File: config.mk
export PLATFORM = sky130hd
export DESIGN_NAME = waveform_trace_plotter_flat
export DESIGN_NICKNAME = d
export VERILOG_FILES = /design/src/wtp_pkg.sv /design/src/wtp_if.sv /design/src/wtp_ram.sv /design/src/wtp_div.sv /design/src/waveform_trace_plotter.sv /design/src/flat_wrapper.sv
export VERILOG_INCLUDE_DIRS = /design/src /design/src/src
export SDC_FILE = /design/constraint.sdc
export NUM_CORES = 2
export LEC_CHECK = 0
export BUFFER_PORTS_ARGS = -buffer_cell sky130_fd_sc_hd__buf_2
export CORE_MARGIN = 1.5
export CORE_UTILIZATION = 50
export DETAILED_ROUTE_END_ITERATION = 10
export PLACE_DENSITY = 0.65
export SETUP_SLACK_MARGIN = 0.5
export SLEW_MARGIN = 30
export SYNTH_ARGS = -nofsm -noshare
export SYNTH_HDL_FRONTEND = slang
export SYNTH_SLANG_ARGS = --single-unit
File: constraint.sdc
create_clock -name clk_i -period 8.5 [get_ports clk_i]
set_input_delay 0.425 -clock clk_i [delete_from_list [all_inputs] [get_ports clk_i]]
set_output_delay 0.425 -clock clk_i [all_outputs]
set_load 0.02 [all_outputs]
File: src/waveform_trace_plotter_defines.svh
// Assertion helpers for the trace plotter.
// Both expect clk_i and rst_ni in the scope where they are used.
`ifndef WAVEFORM_TRACE_PLOTTER_DEFINES_SVH
`define WAVEFORM_TRACE_PLOTTER_DEFINES_SVH

// Same-cycle implication
`define WTP_ASSERT_IMP(label, ante, cons, msg) \
  label: assert property (@(posedge clk_i) disable iff (!rst_ni) (ante) |-> (cons)) \
    else $error(msg);

// Next-cycle implication
`define WTP_ASSERT_NXT(label, ante, cons, msg) \
  label: assert property (@(posedge clk_i) disable iff (!rst_ni) (ante) |=> (cons)) \
    else $error(msg);

`endif

File: src/wtp_pkg.sv
package wtp_pkg;

  // Configuration port
  localparam int CFG_AW = 3;
  localparam int CFG_DW = 32;

  // Register select codes (paddr bit 2)
  localparam logic REG_SCALE = 1'b0;
  localparam logic REG_TRACE = 1'b1;

  localparam int SCALE_W = 5;
  localparam logic [SCALE_W-1:0] SCALE_RESET = 5'd2;
  localparam logic TRACE_RESET = 1'b1;

  // Sequencer states
  typedef enum logic [3:0] {
    ST_LOAD,
    ST_SETUP,
    ST_SCAN,
    ST_DRAIN,
    ST_SCALE,
    ST_FETCH,
    ST_VAL,
    ST_DIV,
    ST_WAIT,
    ST_EMIT
  } state_e;

  // Divider status
  typedef struct packed {
    logic busy;
    logic done;
  } div_stat_t;

endpackage

File: src/wtp_if.sv
// Sample input channel
interface wtp_in_if #(
  parameter int SAMPLE_BITS = 16
) ();
  logic                          valid;
  logic                          ready;
  logic signed [SAMPLE_BITS-1:0] sample;
  logic                          last_sample;

  modport source (output valid, sample, last_sample, input ready);
  modport sink (input valid, sample, last_sample, output ready);
endinterface

// Pixel output channel
interface wtp_out_if #(
  parameter int COL_W = 6,
  parameter int ROW_W = 5
) ();
  logic             valid;
  logic             ready;
  logic [COL_W-1:0] column;
  logic [ROW_W-1:0] row;
  logic             row_clipped;
  logic             last_pixel;

  modport source (output valid, column, row, row_clipped, last_pixel, input ready);
  modport sink (input valid, column, row, row_clipped, last_pixel, output ready);
endinterface

File: src/wtp_ram.sv
module wtp_ram #(
  parameter int WIDTH = 16,
  parameter int DEPTH = 128
) (
  input  logic                     clk_i,
  input  logic                     we_i,
  input  logic [$clog2(DEPTH)-1:0] waddr_i,
  input  logic [WIDTH-1:0]         wdata_i,
  input  logic [$clog2(DEPTH)-1:0] raddr_i,
  output logic [WIDTH-1:0]         rdata_o
);

  logic [WIDTH-1:0] mem_q [DEPTH];
  logic [WIDTH-1:0] rdata_q;

  // One write port, one registered read port
  always_ff @(posedge clk_i) begin
    if (we_i) begin
      mem_q[waddr_i] <= wdata_i;
    end
    rdata_q <= mem_q[raddr_i];
  end

  assign rdata_o = rdata_q;

endmodule

File: src/wtp_div.sv
module wtp_div #(
  parameter int DVD_W = 23,
  parameter int DVS_W = 22
) (
  input  logic                clk_i,
  input  logic                rst_ni,
  input  logic                start_i,
  input  logic [DVD_W-1:0]    dividend_i,
  input  logic [DVS_W-1:0]    divisor_i,
  output logic [DVD_W-1:0]    quotient_o,
  output wtp_pkg::div_stat_t  stat_o
);

  localparam int CW = $clog2(DVD_W + 1);

  logic [DVD_W-1:0] q_q;
  logic [DVS_W:0]   r_q;
  logic [DVS_W-1:0] dvs_q;
  logic [CW-1:0]    cnt_q;
  logic             busy_q;
  logic             done_q;

  logic [DVS_W:0]   r_shift;
  logic             ge;

  // Restoring step: one quotient bit per cycle
  always_comb begin
    r_shift = {r_q[DVS_W-1:0], q_q[DVD_W-1]};
    ge      = (r_shift >= {1'b0, dvs_q});
  end

  always_ff @(posedge clk_i or negedge rst_ni) begin
    if (!rst_ni) begin
      busy_q <= 1'b0;
      done_q <= 1'b0;
      cnt_q  <= '0;
    end else begin
      done_q <= 1'b0;
      if (start_i) begin
        busy_q <= 1'b1;
        cnt_q  <= CW'(DVD_W);
      end else if (busy_q) begin
        cnt_q <= cnt_q - CW'(1);
        if (cnt_q == CW'(1)) begin
          busy_q <= 1'b0;
          done_q <= 1'b1;
        end
      end
    end
  end

  // Datapath
  always_ff @(posedge clk_i) begin
    if (start_i) begin
      q_q   <= dividend_i;
      r_q   <= '0;
      dvs_q <= divisor_i;
    end else if (busy_q) begin
      r_q <= ge ? (r_shift - {1'b0, dvs_q}) : r_shift;
      q_q <= {q_q[DVD_W-2:0], ge};
    end
  end

  assign quotient_o  = q_q;
  assign stat_o.busy = busy_q;
  assign stat_o.done = done_q;

endmodule

File: src/waveform_trace_plotter.sv
// Waveform trace plotter: turns a set of signed samples into one lit pixel per
// shown display column.
// Input channel (in_ch_i): one sample word per cycle while in the load phase;
// the word with last_sample set ends the set and starts processing. Words past
// SAMPLE_DEPTH are dropped, but their mark still ends the set.
// Output channel (out_ch_o): one word per shown column, in column order, with
// last_pixel on the final one. A set of n samples gives min(n, DISPLAY_WIDTH).
// Config: APB port, scale divisor at 0x0, trace_select at 0x4.
// Processing: after the marked sample, the setup, scan (one read per sample),
// drain and scale states go over the store for the range; then each column
// is computed by the bit-serial divider shared by all columns, or the divider
// is skipped when the divisor is zero.
// Input is not ready from the marked sample until the last pixel is registered.
// A stalled receiver holds the current pixel in the output register; the next
// column is computed meanwhile and waits for that register to drain.
// Reset clears the sample count, minimum and output valid, and restores the
// scale divisor to 2 and trace_select to 1. The sample store is not cleared.
`include "waveform_trace_plotter_defines.svh"

module waveform_trace_plotter #(
  parameter int SAMPLE_DEPTH   = 128,
  parameter int DISPLAY_WIDTH  = 64,
  parameter int DISPLAY_HEIGHT = 32,
  parameter int SAMPLE_BITS    = 16
) (
  input  logic                          clk_i,
  input  logic                          rst_ni,
  wtp_in_if.sink                        in_ch_i,
  wtp_out_if.source                     out_ch_o,
  input  logic                          psel,
  input  logic                          penable,
  input  logic                          pwrite,
  input  logic [wtp_pkg::CFG_AW-1:0]    paddr,
  input  logic [wtp_pkg::CFG_DW-1:0]    pwdata,
  output logic [wtp_pkg::CFG_DW-1:0]    prdata,
  output logic                          pready
);

  localparam int SB      = SAMPLE_BITS;
  localparam int VAL_W   = SB + 1;
  localparam int AW      = $clog2(SAMPLE_DEPTH);
  localparam int CNT_W   = $clog2(SAMPLE_DEPTH + 1);
  localparam int COL_W   = $clog2(DISPLAY_WIDTH);
  localparam int ROW_W   = $clog2(DISPLAY_HEIGHT);
  localparam int NUM_W   = $clog2(DISPLAY_WIDTH + 1);
  localparam int HB      = $clog2(DISPLAY_HEIGHT + 1);
  localparam int DVD_W   = VAL_W + HB;
  localparam int DEN_W   = wtp_pkg::SCALE_W + VAL_W;
  localparam int SUM_W   = DVD_W + 1;
  localparam int CALC_W  = CNT_W + NUM_W + 1;
  localparam int ROW_OFS = DISPLAY_HEIGHT / 2 + 1;
  localparam int ROW_MAX = DISPLAY_HEIGHT - 1;

  wtp_pkg::state_e state_q, state_d;

  // Configuration registers
  logic [wtp_pkg::SCALE_W-1:0] sf_q;
  logic                        ts_q;

  // Load phase
  logic [CNT_W-1:0]     count_q;
  logic signed [SB-1:0] min_q;
  logic signed [SB-1:0] min_d;
  logic [CNT_W-1:0]     count_d;
  logic [VAL_W-1:0]     min_ext;
  logic [VAL_W-1:0]     lift_d;
  logic                 in_acc;
  logic                 store_we;

  // Set geometry
  logic [CNT_W-1:0] n_q;
  logic [VAL_W-1:0] lift_q;
  logic             gneg_q;
  logic [CNT_W-1:0] g_q;
  logic [CNT_W-1:0] trim_hi_q;
  logic [NUM_W-1:0] num_q;
  logic [CALC_W-1:0] n_ext;
  logic [CALC_W-1:0] w_ext;
  logic             over;
  logic [CALC_W-1:0] g_calc;
  logic [CALC_W-1:0] gp_calc;

  // Walk over the store
  logic [AW-1:0]    idx_q;
  logic             p_q;
  logic [AW-1:0]    p_idx_q;
  logic [COL_W-1:0] col_q;
  logic [VAL_W-1:0] vmax_q, vmin_q;
  logic [DEN_W-1:0] denom_q;
  logic [VAL_W-1:0] v_q;

  // Shared lift unit
  logic [SB-1:0]    rd_data;
  logic [AW-1:0]    val_idx;
  logic             trimmed;
  logic [VAL_W:0]   lift_sum;
  logic [VAL_W-1:0] val;

  // Divider
  logic               div_start;
  logic [DVD_W-1:0]   quotient;
  wtp_pkg::div_stat_t div_stat;

  // Row computation
  logic [DVD_W-1:0] res;
  logic [SUM_W-1:0] row_sum;
  logic             clip;
  logic             out_load;

  // Output register
  logic             out_valid_q;
  logic [COL_W-1:0] out_col_q;
  logic [ROW_W-1:0] out_row_q;
  logic             out_clip_q;
  logic             out_last_q;

  // ---------------- Configuration port ----------------
  assign pready = 1'b1;

  always_ff @(posedge clk_i or negedge rst_ni) begin
    if (!rst_ni) begin
      sf_q <= wtp_pkg::SCALE_RESET;
      ts_q <= wtp_pkg::TRACE_RESET;
    end else if (psel && penable && pwrite) begin
      unique case (paddr[2])
        wtp_pkg::REG_SCALE: sf_q <= pwdata[wtp_pkg::SCALE_W-1:0];
        wtp_pkg::REG_TRACE: ts_q <= pwdata[0];
        default: ;
      endcase
    end
  end

  always_comb begin
    unique case (paddr[2])
      wtp_pkg::REG_SCALE: prdata = wtp_pkg::CFG_DW'(sf_q);
      wtp_pkg::REG_TRACE: prdata = wtp_pkg::CFG_DW'(ts_q);
      default:            prdata = '0;
    endcase
  end

  // ---------------- Sample load ----------------
  assign in_acc   = in_ch_i.valid && in_ch_i.ready;
  assign store_we = in_acc && (count_q < CNT_W'(SAMPLE_DEPTH));

  // Running minimum and its magnitude
  always_comb begin
    min_d   = min_q;
    count_d = count_q;
    if (store_we) begin
      count_d = count_q + CNT_W'(1);
      if ((count_q == '0) || (in_ch_i.sample < min_q)) begin
        min_d = in_ch_i.sample;
      end
    end
    min_ext = {min_d[SB-1], min_d};
    lift_d  = min_ext[VAL_W-1] ? (~min_ext + VAL_W'(1)) : min_ext;
  end

  wtp_ram #(
    .WIDTH (SB),
    .DEPTH (SAMPLE_DEPTH)
  ) u_store (
    .clk_i   (clk_i),
    .we_i    (store_we),
    .waddr_i (count_q[AW-1:0]),
    .wdata_i (in_ch_i.sample),
    .raddr_i (idx_q),
    .rdata_o (rd_data)
  );

  // ---------------- Geometry ----------------
  always_comb begin
    n_ext   = CALC_W'(n_q);
    w_ext   = CALC_W'(DISPLAY_WIDTH);
    over    = (n_ext > w_ext);
    g_calc  = (n_ext - w_ext) >> 1;
    gp_calc = (w_ext - n_ext) >> 1;
  end

  // ---------------- Lift unit ----------------
  always_comb begin
    val_idx  = (state_q == wtp_pkg::ST_VAL) ? idx_q : p_idx_q;
    trimmed  = gneg_q && ((CNT_W'(val_idx) < g_q) || (CNT_W'(val_idx) >= trim_hi_q));
    lift_sum = {{2{rd_data[SB-1]}}, rd_data} + {1'b0, lift_q};
    val      = trimmed ? lift_q : lift_sum[VAL_W-1:0];
  end

  // ---------------- Row ----------------
  always_comb begin
    res     = (denom_q == '0) ? DVD_W'(v_q) : quotient;
    row_sum = SUM_W'(res) + (ts_q ? SUM_W'(0) : SUM_W'(ROW_OFS));
    clip    = (row_sum > SUM_W'(ROW_MAX));
  end

  // ---------------- Sequencer ----------------
  always_ff @(posedge clk_i or negedge rst_ni) begin
    if (!rst_ni) begin
      state_q <= wtp_pkg::ST_LOAD;
    end else begin
      state_q <= state_d;
    end
  end

  always_comb begin
    state_d   = state_q;
    div_start = 1'b0;
    out_load  = 1'b0;
    unique case (state_q)
      wtp_pkg::ST_LOAD: begin
        if (in_acc && in_ch_i.last_sample) begin
          state_d = wtp_pkg::ST_SETUP;
        end
      end
      wtp_pkg::ST_SETUP: state_d = wtp_pkg::ST_SCAN;
      wtp_pkg::ST_SCAN: begin
        if (CNT_W'(idx_q) == (n_q - CNT_W'(1))) begin
          state_d = wtp_pkg::ST_DRAIN;
        end
      end
      wtp_pkg::ST_DRAIN: state_d = wtp_pkg::ST_SCALE;
      wtp_pkg::ST_SCALE: state_d = wtp_pkg::ST_FETCH;
      wtp_pkg::ST_FETCH: state_d = wtp_pkg::ST_VAL;
      wtp_pkg::ST_VAL:   state_d = wtp_pkg::ST_DIV;
      wtp_pkg::ST_DIV: begin
        if (denom_q == '0) begin
          state_d = wtp_pkg::ST_EMIT;
        end else begin
          div_start = 1'b1;
          state_d   = wtp_pkg::ST_WAIT;
        end
      end
      wtp_pkg::ST_WAIT: begin
        if (div_stat.done) begin
          state_d = wtp_pkg::ST_EMIT;
        end
      end
      wtp_pkg::ST_EMIT: begin
        if (!out_valid_q || out_ch_o.ready) begin
          out_load = 1'b1;
          state_d  = (num_q == NUM_W'(1)) ? wtp_pkg::ST_LOAD : wtp_pkg::ST_FETCH;
        end
      end
      default: state_d = wtp_pkg::ST_LOAD;
    endcase
  end

  assign in_ch_i.ready = (state_q == wtp_pkg::ST_LOAD);

  // Control registers
  always_ff @(posedge clk_i or negedge rst_ni) begin
    if (!rst_ni) begin
      count_q     <= '0;
      min_q       <= '0;
      p_q         <= 1'b0;
      out_valid_q <= 1'b0;
    end else begin
      p_q <= (state_q == wtp_pkg::ST_SCAN);
      if (in_acc && in_ch_i.last_sample) begin
        count_q <= '0;
        min_q   <= '0;
      end else begin
        count_q <= count_d;
        min_q   <= min_d;
      end
      if (out_load) begin
        out_valid_q <= 1'b1;
      end else if (out_ch_o.ready) begin
        out_valid_q <= 1'b0;
      end
    end
  end

  // Datapath registers
  always_ff @(posedge clk_i) begin
    p_idx_q <= idx_q;

    if (in_acc && in_ch_i.last_sample) begin
      n_q    <= count_d;
      lift_q <= lift_d;
    end

    // Range of the lifted set
    if (p_q) begin
      if ((p_idx_q == '0) || (val > vmax_q)) begin
        vmax_q <= val;
      end
      if ((p_idx_q == '0) || (val < vmin_q)) begin
        vmin_q <= val;
      end
    end

    case (state_q)
      wtp_pkg::ST_SETUP: begin
        gneg_q    <= over;
        g_q       <= over ? CNT_W'(g_calc) : '0;
        trim_hi_q <= n_q - CNT_W'(g_calc);
        col_q     <= over ? '0 : COL_W'(gp_calc);
        num_q     <= over ? NUM_W'(DISPLAY_WIDTH) : NUM_W'(n_q);
        idx_q     <= '0;
      end
      wtp_pkg::ST_SCAN: idx_q <= idx_q + AW'(1);
      wtp_pkg::ST_SCALE: begin
        denom_q <= DEN_W'(sf_q) * DEN_W'(vmax_q - vmin_q);
        idx_q   <= AW'(g_q);
      end
      wtp_pkg::ST_VAL: v_q <= val;
      wtp_pkg::ST_EMIT: begin
        if (out_load) begin
          num_q <= num_q - NUM_W'(1);
          col_q <= col_q + COL_W'(1);
          idx_q <= idx_q + AW'(1);
        end
      end
      default: ;
    endcase

    if (out_load) begin
      out_col_q  <= col_q;
      out_row_q  <= clip ? ROW_W'(ROW_MAX) : row_sum[ROW_W-1:0];
      out_clip_q <= clip;
      out_last_q <= (num_q == NUM_W'(1));
    end
  end

  wtp_div #(
    .DVD_W (DVD_W),
    .DVS_W (DEN_W)
  ) u_div (
    .clk_i      (clk_i),
    .rst_ni     (rst_ni),
    .start_i    (div_start),
    .dividend_i (DVD_W'(v_q) * DVD_W'(DISPLAY_HEIGHT)),
    .divisor_i  (denom_q),
    .quotient_o (quotient),
    .stat_o     (div_stat)
  );

  assign out_ch_o.valid       = out_valid_q;
  assign out_ch_o.column      = out_col_q;
  assign out_ch_o.row         = out_row_q;
  assign out_ch_o.row_clipped = out_clip_q;
  assign out_ch_o.last_pixel  = out_last_q;

  // ---------------- Assertions ----------------
  `WTP_ASSERT_IMP(a_fetch_in_set, state_q == wtp_pkg::ST_FETCH, CNT_W'(idx_q) < n_q, "fetch past end of set")
  `WTP_ASSERT_IMP(a_clip_saturates, out_valid_q && out_clip_q, out_row_q == ROW_W'(ROW_MAX), "clipped row not saturated")
  `WTP_ASSERT_NXT(a_div_runs, div_start, div_stat.busy, "divider did not start")
  `WTP_ASSERT_IMP(a_no_overwrite, out_load && out_valid_q, out_ch_o.ready, "pixel overwritten before taken")

endmodule

File: src/flat_wrapper.sv
// flat-port wrapper written by rule: the top's interface ports become plain ports
module waveform_trace_plotter_flat 
#(
  parameter int SAMPLE_DEPTH   = 128,
  parameter int DISPLAY_WIDTH  = 64,
  parameter int DISPLAY_HEIGHT = 32,
  parameter int SAMPLE_BITS    = 16
)
  (clk_i, rst_ni, psel, penable, pwrite, paddr, pwdata, prdata, pready, in_ch_i_valid, in_ch_i_sample, in_ch_i_last_sample, in_ch_i_ready, out_ch_o_valid, out_ch_o_column, out_ch_o_row, out_ch_o_row_clipped, out_ch_o_last_pixel, out_ch_o_ready);
  wtp_in_if #(.SAMPLE_BITS(SAMPLE_BITS)) in_ch_i_i ();
  wtp_out_if #(.COL_W(6), .ROW_W(5)) out_ch_o_i ();
  input  logic clk_i;
  input  logic rst_ni;
  input  logic psel;
  input  logic penable;
  input  logic pwrite;
  input  logic [wtp_pkg::CFG_AW-1:0] paddr;
  input  logic [wtp_pkg::CFG_DW-1:0] pwdata;
  output logic [wtp_pkg::CFG_DW-1:0] prdata;
  output logic pready;
  input wire logic [$bits(in_ch_i_i.valid)-1:0] in_ch_i_valid;
  input wire logic [$bits(in_ch_i_i.sample)-1:0] in_ch_i_sample;
  input wire logic [$bits(in_ch_i_i.last_sample)-1:0] in_ch_i_last_sample;
  output wire logic [$bits(in_ch_i_i.ready)-1:0] in_ch_i_ready;
  output wire logic [$bits(out_ch_o_i.valid)-1:0] out_ch_o_valid;
  output wire logic [$bits(out_ch_o_i.column)-1:0] out_ch_o_column;
  output wire logic [$bits(out_ch_o_i.row)-1:0] out_ch_o_row;
  output wire logic [$bits(out_ch_o_i.row_clipped)-1:0] out_ch_o_row_clipped;
  output wire logic [$bits(out_ch_o_i.last_pixel)-1:0] out_ch_o_last_pixel;
  input wire logic [$bits(out_ch_o_i.ready)-1:0] out_ch_o_ready;
  assign in_ch_i_i.valid = in_ch_i_valid;
  assign in_ch_i_i.sample = in_ch_i_sample;
  assign in_ch_i_i.last_sample = in_ch_i_last_sample;
  assign in_ch_i_ready = in_ch_i_i.ready;
  assign out_ch_o_valid = out_ch_o_i.valid;
  assign out_ch_o_column = out_ch_o_i.column;
  assign out_ch_o_row = out_ch_o_i.row;
  assign out_ch_o_row_clipped = out_ch_o_i.row_clipped;
  assign out_ch_o_last_pixel = out_ch_o_i.last_pixel;
  assign out_ch_o_i.ready = out_ch_o_ready;
  waveform_trace_plotter #(.SAMPLE_DEPTH(SAMPLE_DEPTH), .DISPLAY_WIDTH(DISPLAY_WIDTH), .DISPLAY_HEIGHT(DISPLAY_HEIGHT), .SAMPLE_BITS(SAMPLE_BITS)) u_core (.clk_i(clk_i), .rst_ni(rst_ni), .in_ch_i(in_ch_i_i), .out_ch_o(out_ch_o_i), .psel(psel), .penable(penable), .pwrite(pwrite), .paddr(paddr), .pwdata(pwdata), .prdata(prdata), .pready(pready));
endmodule
==> results.py <==
metrics = {
    "outcome": {
        "outcome": "finished, final reports clean",
    },
    "route": {
        "first_pass_iters": 5,
        "drtIter0Drc": 5780,
        "drc": 0,
        "vias": 53810,
        "viasPerCell": 6.017,
        "drtAntennaViolNets": 0,
        "postRouteWirelength_mm": 242.7,
        "wl_per_cell_um": 27.13,
    },
    "hold_path": {
        "hold_path_class": "in -> reg",
    },
    "critical_path": {
        "arrival_ns": 7.50,
        "rr_startpoint": "u_core.vmin_q[0]",
        "crit_path_end": "u_core.denom_q[21]",
        "r2r-end": "u_core.denom_q[21]",
        "startpoint": "u_core.vmin_q[0]",
        "cp-end-kind": "flop",
        "critPathKind": "reg -> reg",
        "worst-r2r-setup-slack_ns": 1.61,
        "cp_max_fo": 5,
        "reg2reg_depth": 25,
        "startpoint_type": "flop",
        "critPathRequiredTime_ns": 9.10,
    },
    "synthesis": {
        "ys_seq_elements": 2329,
        "synth_cells": 5898,
        "synth_cell_types": 90,
        "syn_area_um2": 98820,
        "synth.top_cells.by_area": "edfxtp_1 68%, mux4_2 7.6%, mux2i_1 3.8%",
        "synth_flop_cell": "edfxtp_1",
        "ys_warn_count": 0,
        "yosysTopAreaCell": "edfxtp_1",
        "synth_edf_count": 2235,
        "yosysTopAreaCellShare_pct": 67.92,
        "ys_async_sr_fraction_pct": 1.846,
        "ys_seq_area_share_pct": 70.04,
        "postSynthAreaPerCell_um2": 16.75,
    },
    "pwr": {
        "power_leakage_nw": 39.59,
        "power.density_nw_per_um2": 213.5,
        "ir_drop_v": 0.0002388,
        "power_w": 0.02353,
    },
    "finish": {
        "final_util_pct": 56.35,
        "nets": 6396,
        "syn_to_final_growth_pct": 11.55,
        "postLayoutCellArea_um2": 110200,
        "seqCellArea_um2": 69220,
        "final_layout_size_suffix_gt1_share_pct": 17.13,
        "fill_cells": 14920,
        "multi_input_area_um2": 27640,
    },
    "placement": {
        "placed_area_um2": 102800,
        "hpwl_mm": 143.5,
        "gp_congestion": 0.9051,
        "port_buffers": 49,
    },
    "floorplan": {
        "die_w_um": 447.6,
        "num_io_pins": 107,
        "start_util_pct": 50.52,
        "die_h_um": 447.6,
        "core_area_um2": 195600,
        "rows": 162,
        "die-area_um2": 200300,
    },
    "sta": {
        "period_share_pct": 81.09,
        "rsz0062_at_grt": "false",
        "slew_viol_final": 0,
        "fin_skew_ns": 0.04335,
        "timing.setup.tns_ns": 0,
        "max_freq_mhz": 145.1,
        "setup_violations": 0,
        "slew_headroom_pct": 31.39,
        "finalHoldViolations": 0,
        "worstMarginPinSlew_ns": 1.029,
        "finalCriticalPeriod_ns": 6.892,
    },
    "grt": {
        "grt_antenna_before_repair": 9,
        "grt_pass1_wl_mm": 355.4,
        "grt_pass1_vias": 53210,
        "track_usage_pct": 24.28,
        "grt_max_degree": 120,
        "gr-total-overflow": 0,
    },
    "clock_tree": {
        "clk_latency_ns": 0.89,
        "clk_pin_slew_ns": 0.06,
        "tritoncts": "yes",
        "numCtsBuffers": 230,
        "cts_buffer_depth": 3,
        "h-tree-depth": 4,
        "cts.sinks": 2329,
        "postCtsSetupBuffers": 0,
        "cts-root-buf": "clkbuf_16",
    },
    "flow_run": {
        "cap_violations": 0,
    },
}
==> layer usage <==
metal | up-vias | routed length (µm) | track usage, %
met5 | - | 13 | 0
li1 | 23630 | - | -
met1 | 27780 | 102600 | 34.56
met2 | 2030 | 113700 | 38.37
met3 | 371 | 18890 | 4.217
met4 | 2 | 7489 | 7.548
==> through the flow <==
stage / std cells / setup WS, ns / hold slack, ns
floorplan: 5926 / 2.417 / 0.1294
global route: 8935 / 1.109 / 0.04975
finish: 8943 / 1.608 / 0.07148
global placement: 8492 / 1.722 / 0.4337
CTS: 8935 / 1.620 / 0.005123
detailed placement: 8492 / 1.656 / 0.4355
==> sequential cells by signal, summed over array words and instances, names as in the netlist, 8 cells and up <==
signal,flops
u_core.n_q,8
u_core.denom_q,22
u_core.vmax_q,17
u_core.g_q,8
u_core.u_div.quotient_o,23
u_core.u_store.mem_q,2048
u_core.lift_q,17
u_core.u_div.r_q,22
u_core.min_q,16
u_core.u_store.rdata_o,16
u_core.v_q,17
u_core.u_div.dvs_q,22
u_core.trim_hi_q,8
u_core.count_q,8
u_core.vmin_q,17
==> cells in the final DEF, fill, tap and decap left out, drive strengths merged, types with 76 or more instances in the layout <==
master and count:
a21oi 293, o221ai 114, clkinv 108, ha 170
xnor2 106, clkbuf 305, and2 76, o22ai 119
inv 209, nor2 251, mux4 333, mux2 140
nand2 292, mux2i 376, o21ai 204, buf 256
edfxtp 2235
==> layout make-up <==
| class | instances | area share (%) |
|---|---|---|
| tap | 2624 | 2.979 |
| timing repair buffer | 266 | 1.859 |
| inverter | 204 | 0.6947 |
| clock inverter | 128 | 1.023 |
| antenna | 8 | 0.01816 |
| sequential | 2329 | 62.79 |
| clock buffer | 305 | 5.561 |
| multi-input combinational | 3079 | 25.07 |
==> worst min-delay path by stage <==
stage	startpoint	endpoint	depth (start not counted)
after floorplan	rst_ni	u_core.count_q[0]	0
after global placement	u_core.denom_q[3]	u_core.u_div.dvs_q[3]	0
after detailed placement	u_core.denom_q[10]	u_core.u_div.dvs_q[10]	0
after CTS	in_ch_i_sample[15]	u_core.u_store.mem_q[40][15]	1
after global routing	in_ch_i_sample[15]	u_core.u_store.mem_q[41][15]	1
final	in_ch_i_sample[12]	u_core.u_store.mem_q[1][12]	1
==> kinds of logic (layout without fill, tap and decap cells) <==
kind of cell / after synthesis / count (layout) / synth area share [%]
compound gates: 950 / 950 / 6.057
xor+xnor: 137 / 137 / 1.214
fa+ha+maj: 227 / 227 / 3.307
buf+inv: 518 / 903 / 2.192
flops: 2329 / 2329 / 70.04
mux: 849 / 849 / 12.99
other cells: 2 / 38 / 0.007600
simple gates: 886 / 886 / 4.187
==> what timing repair did <==
item                                    in CTS  in global routing
endpoints found under the setup margin       0                  0
hold endpoints to repair                    78                  0
gates resized for setup                      0                  0
hold buffers                                10                  0
==> cell usage after synthesis (all sizes together), types with 106 or more instances <==
| master | number |
|---|---|
| nand2 | 292 |
| o21ai | 204 |
| mux4 | 333 |
| xnor2 | 106 |
| mux2 | 140 |
| mux2i | 376 |
| clkbuf | 172 |
| ha | 170 |
| inv | 203 |
| a21oi | 293 |
| o22ai | 119 |
| buf | 142 |
| nor2 | 251 |
| edfxtp | 2235 |
| o221ai | 114 |
==> worst max-delay path: stages (launching register included) <==
cell	delay, ns
edfxtp_1	0.43
ha_1	0.26
fa_1	0.41
nor2b_1	0.13
o21ai_1	0.08
a21boi_0	0.26
o21ai_1	0.16
a211oi_1	0.29
o21ai_1	0.17
nor2b_1	0.17
xnor2_1	0.33
and2_1	0.21
fa_1	0.41
fa_1	0.49
inv_1	0.05
fa_1	0.47
inv_1	0.04
ha_1	0.23
or3_1	0.37
a2111oi_0	0.35
nor3_1	0.18
a41o_1	0.31
a311o_1	0.36
a21oi_1	0.22
o21ai_1	0.11
xnor2_1	0.13
==> power by group <==
| part | switching, W | internal (W) | total, W | leakage, nW |
|---|---|---|---|---|
| logic | 0.000673 | 0.000432 | 0.00110 | 15.1 |
| clock network | 0.00433 | 0.00544 | 0.00977 | 3.52 |
| registers | 0.0000362 | 0.0126 | 0.0127 | 21.0 |
| total | 0.00504 | 0.0185 | 0.0235 | 39.6 |
(Power assumes the default switching activity.)
